<file path="config.mk">
export PLATFORM = sky130hd
export DESIGN_NAME = cds_ctrl
export DESIGN_NICKNAME = d
export VERILOG_FILES = /design/src/hdl/cds_pkg.sv /design/src/hdl/cds_ctrl.sv
export SDC_FILE = /design/constraint.sdc
export NUM_CORES = 1
export LEC_CHECK = 0
export BUFFER_PORTS_ARGS = -buffer_cell sky130_fd_sc_hd__buf_2
export CAP_MARGIN = 20
export CORE_AREA = 2 2 39 41
export DETAILED_ROUTE_END_ITERATION = 10
export DIE_AREA = 0 0 41 43
export SETUP_SLACK_MARGIN = 0.5
export SKIP_LAST_GASP = 1
export SYNTH_ARGS = -nofsm -noshare
export SYNTH_HDL_FRONTEND = slang
export SYNTH_SLANG_ARGS = --single-unit
</file>
<file path="constraint.sdc">
create_clock -name clk -period 2 [get_ports clk]
set_input_delay 0.1 -clock clk [delete_from_list [all_inputs] [get_ports clk]]
set_output_delay 0.1 -clock clk [all_outputs]
set_load 0.005 [all_outputs]
</file>
<file path="src/hdl/cds_pkg.sv">
// cds_pkg: shared types, codes and constants of the cumulative distribution sampler
// used by the controller, the datapath, the top level and the port checker
`default_nettype none

package cds_pkg;

  localparam int MAX_QUBITS_DEF = 10;
  localparam int CFG_W = 17;
  localparam int QC_W = 5;
  localparam int MUL_STEPS = 3;
  localparam logic [QC_W-1:0] QUBIT_COUNT_RST = 5'd10;
  localparam logic [CFG_W-1:0] OUTCOME_LIMIT_RST = 17'd1024;

  typedef enum logic [1:0] {
    OP_START,
    OP_LOAD,
    OP_SHOT,
    OP_READ
  } op_t;

  typedef enum logic {
    REG_QUBIT_COUNT,
    REG_OUTCOME_LIMIT
  } reg_idx_t;

  typedef struct packed {
    op_t                op;
    logic signed [15:0] amp_re;
    logic signed [15:0] amp_im;
    logic [15:0]        rnd;
    logic [15:0]        read_index;
  } in_word_t;

  typedef struct packed {
    logic [15:0] outcome;
    logic [31:0] count;
  } out_word_t;

  typedef enum logic [3:0] {
    ST_CLEAR,
    ST_IDLE,
    ST_LOAD_MUL,
    ST_LOAD_ACC,
    ST_TOT_RD,
    ST_TOT_SET,
    ST_MUL,
    ST_SRCH,
    ST_SCALE,
    ST_CMP,
    ST_CNT_RD,
    ST_OUT
  } state_t;

  typedef struct packed {
    logic take;
    logic clear_start;
    logic clear_step;
    logic load_mul;
    logic load_acc;
    logic tot_rd;
    logic tot_set;
    logic mul_step;
    logic srch_rd;
    logic srch_scale;
    logic srch_cmp;
    logic cnt_rd;
    logic out_load;
  } cmd_t;

  typedef struct packed {
    logic clear_last;
    logic mul_last;
    logic search_done;
    logic out_free;
  } sts_t;

endpackage

`default_nettype wire

</file>
<file path="src/hdl/cds_ctrl.sv">
// cds_ctrl: sequencing state machine of the sampler
// depends on cds_pkg; drives the command word of cds_dpath
`default_nettype none

module cds_ctrl
  import cds_pkg::*;
(
  input  wire logic clk,
  input  wire logic rst,
  input  wire logic in_valid,
  input  wire op_t  op,
  input  wire sts_t sts,
  output logic      in_ready,
  output cmd_t      cmd
);

  state_t state;
  state_t state_next;

  always_ff @(posedge clk) begin
    if (rst) begin
      state <= ST_CLEAR;
    end else begin
      state <= state_next;
    end
  end

  always_comb begin
    state_next = state;
    case (state)
      ST_CLEAR: begin
        if (sts.clear_last) begin
          state_next = ST_IDLE;
        end
      end
      ST_IDLE: begin
        if (in_valid) begin
          case (op)
            OP_START: state_next = ST_CLEAR;
            OP_LOAD:  state_next = ST_LOAD_MUL;
            OP_SHOT:  state_next = ST_TOT_RD;
            OP_READ:  state_next = ST_CNT_RD;
            default:  state_next = ST_IDLE;
          endcase
        end
      end
      ST_LOAD_MUL: state_next = ST_LOAD_ACC;
      ST_LOAD_ACC: state_next = ST_IDLE;
      ST_TOT_RD:   state_next = ST_TOT_SET;
      ST_TOT_SET:  state_next = ST_MUL;
      ST_MUL: begin
        if (sts.mul_last) begin
          state_next = ST_SRCH;
        end
      end
      ST_SRCH: begin
        if (sts.search_done) begin
          state_next = ST_OUT;
        end else begin
          state_next = ST_SCALE;
        end
      end
      ST_SCALE:  state_next = ST_CMP;
      ST_CMP:    state_next = ST_SRCH;
      ST_CNT_RD: state_next = ST_OUT;
      ST_OUT: begin
        if (sts.out_free) begin
          state_next = ST_IDLE;
        end
      end
      default: state_next = ST_IDLE;
    endcase
  end

  always_comb begin
    cmd = '0;
    in_ready = 1'b0;
    case (state)
      ST_CLEAR: cmd.clear_step = 1'b1;
      ST_IDLE: begin
        in_ready = 1'b1;
        cmd.take = in_valid;
        cmd.clear_start = in_valid && (op == OP_START);
      end
      ST_LOAD_MUL: cmd.load_mul = 1'b1;
      ST_LOAD_ACC: cmd.load_acc = 1'b1;
      ST_TOT_RD:   cmd.tot_rd = 1'b1;
      ST_TOT_SET:  cmd.tot_set = 1'b1;
      ST_MUL:      cmd.mul_step = 1'b1;
      ST_SRCH: begin
        cmd.cnt_rd = sts.search_done;
        cmd.srch_rd = !sts.search_done;
      end
      ST_SCALE:  cmd.srch_scale = 1'b1;
      ST_CMP:    cmd.srch_cmp = 1'b1;
      ST_CNT_RD: cmd.cnt_rd = 1'b1;
      ST_OUT:    cmd.out_load = sts.out_free;
      default:   cmd = '0;
    endcase
  end

endmodule

`default_nettype wire

</file>
# Word-level counts from Yosys, hierarchy flattened
# Index checks and enable logic that the tools add are counted.
# classes
n_eq_ne	18
muxes	20
reduce_logical	5
# ops
op	n
$pmux W4 S11	1
$eq A4 B3 Y1 const B	4
$eq A4 B4 Y1 const B	4
$mux W4	4
$pmux W4 S4	1
$mux W1	11
$eq A4 B2 Y1 const B	2
$ne A2 B2 Y1 const B	4
$eq A2 B2 Y1 const B	2
$eq A4 B1 Y1 const B	1
$logic_not A4 Y1	1
$mux W2	2
$reduce_and A4 Y1	1
$eq A2 B1 Y1 const B	1
$logic_not A2 Y1	1
$pmux W1 S2	1
$logic_and A1 B1 Y1	1
$logic_not A1 Y1	1
# totals
register_bits	4
in_bits	9
output_inout_bits	14
wordCells	44

# Logic depth before layout (Yosys ltp)
# Gate-level depths: netlist (run 1).
# depth
word_depth	4
ltp_mapped	5
depth_no_buf	3

# Worst setup path before layout (run 1)
# Ideal clock, no wire load.
# synth_path
kind	flip-flop to output port
start	register state[3]
end	output port cmd[11] in the netlist's numbering
t_arrival_ps	1047
required_time_ps	1900
path_slack_ps	853
path_stages_with_launch	5
path_buffers	1
cell_sequence	dfxtp_1 -> nand2b_1 -> buf_6 -> nor4b_4 -> nor3b_2
# synth_lines
item	line	rtl
from (decl)	cds_ctrl.sv:17	state_t state;
from (signal assigned)	cds_ctrl.sv:24	state <= state_next;
to (decl)	cds_ctrl.sv:14	output cmd_t cmd

==> flow_summary.toml, run 1 <==
[worst_setup_path]
crit_type = "reg2out"
cp-startpoint = "state[3]"
arrival_ps = 1380
cp.depth = 4
path_buf_inv = 1
reg2regPathDepth = 4
crit_chain = "nand2b_4 -> nor4b_4 -> nor3b_2 -> buf_2"
critPathLaunchType = "flop"
cpPeakStageDelay_ps = 380
crit_required_ps = 1900
rr_startpoint = "state[0]"
crit_end = "cmd[11]"
r2r_slack_ps = 810
endpoint_kind = "output port"
critPathTopFamily = "simple AND/OR/NAND/NOR gates"
path_max_fanout = 13
cp_slowest_cell = "dfxtp_4"
rr_endpoint = "state[1]"

[floorplanning]
die_h_um = 43
die_w_um = 41
dieArea_um2 = 1763
num_rows = 14
initial_utilization = 0.3273
coreArea_um2 = 1384
io_pins = 23

[timing]
fmax_mhz = 675.0
tightest_slew_ps = 317.1
skew_ps = 1.190
fin_ws_ps = 518.6
slew_headroom = 0.7886
finalCritPeriodShare = 0.7407
drv_slew = 0
period_needed_ps = 1481
final_hold_viol_count = 0
finalSetupViolCount = 0
rsz0062_at_grt = "yes"
fin_tns_setup_ps = 0

[drt]
wl_per_cell_um = 11.89
drt-total-wl_mm = 1.165
viasPerCell = 5.204
dr.pass1.iters = 4
vias = 510
drt_iter0_markers = 12
route.detailed.drc = 0
ant_nets = 0

[synth]
syn_inst = 60
ys_ff_latch = 4
synth_edf_count = 0
yosys_most_used_dff = "dfxtp_1"
synth_async_sr_flop_share = 0
synth_seq_area_share = 0.1768
yosysUniqueCellTypes = 33
syn-num-nets = 69
syn_area_um2 = 452.9
syn-mean-instance-area_um2 = 7.549
ys_warn_count = 0

[grt]
grt_usage = 0.1473
grt_pass1_wl_mm = 1.766
antenna_found_initial = 0
grt_max_degree = 20
grt_pass1_vias = 409
gr-total-overflow = 0

[power_and_ir_drop]
irDropWorstVdd_v = 0.0001987
power_frac_seq = 0.337
p_sw_frac = 0.3356
p_comb_frac = 0.346
p_int_mw = 0.2139
p_sw_mw = 0.1080
powerDensity_nw_per_um2 = 531.5
clkPwrFrac = 0.316
cellLeakagePower_nw = 0.2923

[finish]
final_nets = 93
top_regs = "state: 4 flops"
largest_reg_flops = 4
synthToLayoutAreaGrowth_pct = 33.70
layout_commonest_cell = "buf_2"
largest_register = "state"
drive_above_1_share = 0.4390
n_antenna_cell = 0
layout.cells.non_filler = 98
mostFrequentLayoutCells = "22 x buf_2, 7 x nor2_1, 4 x nand2b_1, 4 x nor3_1, 4 x buf_4"

[placed_design]
gp_congestion = 0.7733
hpwlAfterDp_um = 798.3
place_ws_ps = 515.4
dp.cells = 92
io_buffer_count = 22

[status]
status = "complete, no violations"

[clock_network]
clock_latency_ps = 240
ctsHoldBuffers = 0
cts_root_buf = "clkbuf_4"
h-tree-depth = 1
clock-sinks = 4
clockBufferDepth = 2
numCtsBuffers = 3
tritoncts = "done"
path_clk_slew_ps = 40

[worst_hold_path]
min_path_type = "in2reg"

[flow_run]
drv_cap = 0
timing repair:
action                     4_1_cts  5_1_grt
setup buffers                    0        3
setup endpoints to repair        6        2
resized for setup                5        2
per-stage QoR:
| stage | util | instance area [um^2] | power, mW | hold slack [ps] |
|---|---|---|---|---|
| 3_5_place_dp | 0.3933 | 544.3 | 0.2064 | 366.6 |
| 3_3_place_gp | 0.3933 | 544.3 | 0.2056 | 358.5 |
| 6_report | 0.4376 | 605.6 | 0.3219 | 117.6 |
| 4_1_cts | 0.4177 | 578.1 | 0.3170 | 112.2 |
| 5_1_grt | 0.4376 | 605.6 | 0.3475 | 121.5 |
| 2_1_floorplan | - | 452.9 | 0.1769 | 172.8 |
how the worst min path moves through the flow:
stage / startpoint / to / depth (start not counted)
2_1_floorplan: rst / state[0] / 1
3_3_place_gp: rst / state[0] / 2
3_5_place_dp: rst / state[0] / 2
4_1_cts: rst / state[0] / 2
5_1_grt: rst / state[0] / 2
6_report: rst / state[0] / 2
final cells by class:
cell class	instances	area, um^2
Inverter	2	7.507
Fill cell	161	778.2
Timing Repair Buffer	26	140.1
Clock buffer	3	22.52
Tap cell	16	20.02
Multi-Input combinational cell	47	326.6
Sequential cell	4	88.84
logic make-up (layout without fill, tap and decap cells):
kind of cell,count (synthesis),count (layout),share of synthesized area
compound gates,15,15,0.2431
flops,4,4,0.1768
buf+inv,9,31,0.1188
simple gates,32,32,0.4614
synth_stat cells, types with 2 or more instances:
| cell | n | share of area |
|---|---|---|
| buf_4 | 2 | 0.033 |
| nand2_1 | 3 | 0.025 |
| dfxtp_1 | 4 | 0.18 |
| and2_1 | 3 | 0.041 |
| a211oi_1 | 3 | 0.050 |
| buf_2 | 4 | 0.044 |
| nor3_1 | 4 | 0.044 |
| nor2_1 | 7 | 0.058 |
| o21ai_1 | 2 | 0.022 |
| nand2b_1 | 5 | 0.069 |
power by group through the flow:
stage | logic [mW] | registers (mW) | clock network, mW
6_report | 0.111 | 0.109 | 0.102
3_3_place_gp | 0.0971 | 0.109 | 0
3_5_place_dp | 0.0980 | 0.108 | 0
2_1_floorplan | 0.0851 | 0.0917 | 0
4_1_cts | 0.100 | 0.110 | 0.107
5_1_grt | 0.124 | 0.111 | 0.113
routing by layer:
layer	wire [um]	GRT usage
met2	576	0.1906
met4	10	0.08000
met5	0	0
met3	62	0.04712
met1	514	0.2077
(Power assumes the default switching activity.)
==> run 2, diff against run 1 <==
==> constraint.sdc (replaced) <==
create_clock -name clk -period 1.52 [get_ports clk]
set_input_delay 0.076 -clock clk [delete_from_list [all_inputs] [get_ports clk]]
set_output_delay 0.076 -clock clk [all_outputs]
set_load 0.005 [all_outputs]
==> flow_summary.toml, run 2 (synthesis results as in run 1) <==
[floorplanning]
initial_utilization = 0.3273
num_rows = 14
die_w_um = 41
dieArea_um2 = 1763
coreArea_um2 = 1384
die_h_um = 43
io_pins = 23

[placed_design]
io_buffer_count = 22
hpwlAfterDp_um = 829.7
place_ws_ps = 189.4
gp_congestion = 0.7454

[grt]
grt_max_degree = 13
gr-total-overflow = 0
antenna_found_initial = 0
grt_pass1_wl_mm = 2.490
grt_usage = 0.2136
grt_pass1_vias = 569

[clock_network]
path_clk_slew_ps = 40
h-tree-depth = 1
numCtsBuffers = 3
clock-sinks = 4
clockBufferDepth = 2
clock_latency_ps = 230
tritoncts = "done"
cts_root_buf = "clkbuf_4"

[flow_run]
drv_cap = 0

[drt]
ant_nets = 0
dr.pass1.iters = 4
drt-total-wl_mm = 1.926
viasPerCell = 5.410
route.detailed.drc = 0
wl_per_cell_um = 16.46
drt_iter0_markers = 14
vias = 633

[power_and_ir_drop]
irDropWorstVdd_v = 0.0003447
cellLeakagePower_nw = 0.4334
powerDensity_nw_per_um2 = 620.4

[timing]
tightest_slew_ps = 218.0
skew_ps = 0.8417
slew_headroom = 0.8538
finalSetupViolCount = 0
finalCritPeriodShare = 0.8748
fmax_mhz = 752.1
final_hold_viol_count = 0
fin_ws_ps = 190.3
fin_tns_setup_ps = 0
period_needed_ps = 1330
rsz0062_at_grt = "yes"
drv_slew = 0

[finish]
synthToLayoutAreaGrowth_pct = 107.5
largest_register = "state"
final_nets = 112
n_antenna_cell = 0
layout_commonest_cell = "buf_2"
mostFrequentLayoutCells = "20 x buf_2, 12 x buf_4, 11 x buf_6"
top_regs = "state: 4 flops"
largest_reg_flops = 4
drive_above_1_share = 0.7426

[worst_setup_path]
critPathLaunchType = "flop"
endpoint_kind = "output port"
path_max_fanout = 7
crit_type = "reg2out"
crit_required_ps = 1440
arrival_ps = 1250

[status]
status = "complete, no violations"

[worst_hold_path]
min_path_type = "in2reg"
[run 2: changes by cell type in the layout (fill, tap and decap cells not counted), moves of 4 or more]
cell / delta
nor3_2: +4
nor3_1: -4
buf_6: +11
buf_4: +8
[run 2: where the power goes]
part | internal (mW) | total (mW) | switching, mW | leakage, nW
combinational | 0.178 | 0.322 | 0.144 | 0.385
sequential | 0.116 | 0.135 | 0.0189 | 0.0350
clock | 0.0880 | 0.126 | 0.0383 | 0.0138
[run 2: stage by stage]
stage                     cell area [um^2]  hold WS [ps]  instances  power [mW]    util
final                                939.7         117.1        117      0.5830  0.6790
after global routing                 939.7         106.3        117      0.6184  0.6790
after CTS                            760.7         86.46        109      0.5007  0.5497
after detailed placement             559.3         330.2         94      0.2778  0.4042
after global placement               559.3         334.3         94      0.2779  0.4042
after floorplan                      462.9         148.8         60      0.2362       -
[run 2: routing by layer]
| layer | vias up | routed length [um] | track usage |
|---|---|---|---|
| li1 | 303 | - | - |
| met2 | 22 | 951 | 0.3125 |
| met1 | 306 | 862 | 0.2724 |
| met3 | 2 | 93 | 0.02094 |
| met5 | - | 0 | 0 |
| met4 | 0 | 19 | 0.1600 |
[run 2: critical path: stages (launching register included)]
cell and delay, ps:
dfxtp_2 310, nand2b_4 150, buf_4 140, buf_6 130
o22ai_2 80, and2_1 120, buf_2 100
[run 2: worst paths after layout]
kind	from	end	slack, ps	depth (start not counted)
worst max-delay path	state[3]	cmd[1]	190	6
worst min-delay path	rst	state[0]	120	2
worst min register to register	state[1]	state[2]	660	2
worst max register to register	state[3]	state[1]	220	6
[run 2: cell type report]
cell class | instances | area (um^2)
clock buffer | 3 | 22.52
fill | 105 | 444.2
inverter | 2 | 10.01
multi-input combinational | 47 | 447.9
sequential | 4 | 90.09
tap | 16 | 20.02
timing repair buffer | 45 | 349.1
[run 2: repair_timing]
| item | CTS | global route |
|---|---|---|
| cloned | 0 | 1 |
| pin swaps | 5 | 10 |
| buffers inserted | 12 | 7 |
| hold buffers | 0 | 0 |
| gates resized for setup | 19 | 27 |
| setup endpoints to repair | 18 | 18 |
==> run 3, diff against run 2 <==
==> constraint.sdc (replaced) <==
create_clock -name clk -period 1.52 [get_ports clk]
set_input_delay 0.076 -clock clk [delete_from_list [all_inputs] [get_ports clk]]
set_output_delay 0.076 -clock clk [all_outputs]
set_load 0.1 [all_outputs]
==> flow_summary.toml, run 3 (synthesis results as in run 1) <==
[timing]
rsz0062_at_grt = "yes"
tightest_slew_ps = 274.3
slew_headroom = 0.8158
skew_ps = 7.189
final_hold_viol_count = 0
finalCritPeriodShare = 0.9733
fmax_mhz = 675.9
finalSetupViolCount = 0
drv_slew = 0
fin_ws_ps = 40.59
period_needed_ps = 1479
fin_tns_setup_ps = 0

[drt]
route.detailed.drc = 0
drt-total-wl_mm = 1.941
dr.pass1.iters = 4
drt_iter0_markers = 31
vias = 656
wl_per_cell_um = 16.88
ant_nets = 0
viasPerCell = 5.704

[clock_network]
clock_latency_ps = 250
ctsHoldBuffers = 0
tritoncts = "done"
cts_root_buf = "clkbuf_4"
clockBufferDepth = 2
h-tree-depth = 1
path_clk_slew_ps = 30
numCtsBuffers = 3
clock-sinks = 4

[placed_design]
gp_congestion = 0.7341
hpwlAfterDp_um = 905.1
io_buffer_count = 22
place_ws_ps = 172.1

[power_and_ir_drop]
clkPwrFrac = 0.165
irDropWorstVdd_v = 0.0004955
p_sw_mw = 0.3911
cellLeakagePower_nw = 0.4744
powerDensity_nw_per_um2 = 729.5
p_sw_frac = 0.4628
p_int_mw = 0.4541
power_frac_seq = 0.162
p_comb_frac = 0.674

[floorplanning]
num_rows = 14
die_h_um = 43
io_pins = 23
coreArea_um2 = 1384
initial_utilization = 0.3273
die_w_um = 41
dieArea_um2 = 1763

[finish]
largest_register = "state"
final_nets = 110
mostFrequentLayoutCells = "15 x buf_12, 12 x buf_4, 8 x buf_2"
n_antenna_cell = 0
largest_reg_flops = 4
synthToLayoutAreaGrowth_pct = 155.8
drive_above_1_share = 0.7172
top_regs = "state: 4 flops"
layout_commonest_cell = "buf_12"

[grt]
grt_usage = 0.2394
gr-total-overflow = 0
grt_max_degree = 13
grt_pass1_wl_mm = 2.898
grt_pass1_vias = 646
antenna_found_initial = 0

[worst_setup_path]
crit_required_ps = 1440
endpoint_kind = "output port"
critPathLaunchType = "flop"
crit_type = "reg2out"
arrival_ps = 1400
path_max_fanout = 12

[flow_run]
drv_cap = 0

[status]
status = "complete, no violations"

[worst_hold_path]
min_path_type = "in2reg"
-- run 3: changes by cell type in the layout (fill, tap and decap cells not counted), sizes merged --
cell	before	now
buf	45	42
clkbuf	3	4
-- run 3: cell type report --
class                      count  area (um^2)
sequential                     4        91.34
fill                          78        225.2
multi-input combinational     47        476.7
tap                           16        20.02
timing repair buffer          43        538.0
clock buffer                   3        22.52
inverter                       2        10.01
-- run 3: final timing paths --
check,start,endpoint,cells after the start,slack [ps]
setup / recovery,state[3],cmd[0],4,40
hold / removal,rst,state[0],2,110
setup reg to reg,state[2],state[3],6,140
hold reg to reg,state[0],state[2],2,630
-- run 3: worst max-delay path: stages (launching register included) --
cell and delay, ps:
dfxtp_1 330, buf_4 230, and4b_1 270, and2_4 170
buf_12 160
-- run 3: per-layer routing --
metal	track usage	wire length [um]	vias to the layer above
li1	-	-	300
met1	0.2945	740	316
met2	0.4125	1059	38
met3	0.02094	117	2
met4	0.07333	23	0
met5	0	0	-
-- run 3: power groups by stage --
stage	combinational (mW)	sequential, mW	clock [mW]
after global placement	0.404	0.137	0
after detailed placement	0.404	0.138	0
final	0.569	0.137	0.139
after CTS	0.519	0.133	0.136
after floorplan	0.300	0.122	0
after global routing	0.590	0.138	0.147
-- run 3: per-stage QoR --
stage,std cells,instance area (um^2),utilization,hold slack [ps],power [mW]
floorplan,60,545.5,-,148.8,0.4219
global placement,97,855.8,0.6184,347.3,0.5414
detailed placement,97,855.8,0.6184,348.7,0.5419
CTS,112,1086,0.7848,95.84,0.7875
global route,115,1159,0.8373,102.6,0.8748
finish,115,1159,0.8373,107.7,0.8453
-- run 3: what timing repair did --
item,in CTS,in global routing
resized for setup,28,7
endpoints found under the setup margin,18,18
gates cloned,0,1
buffers inserted,12,2
pin swaps,8,3
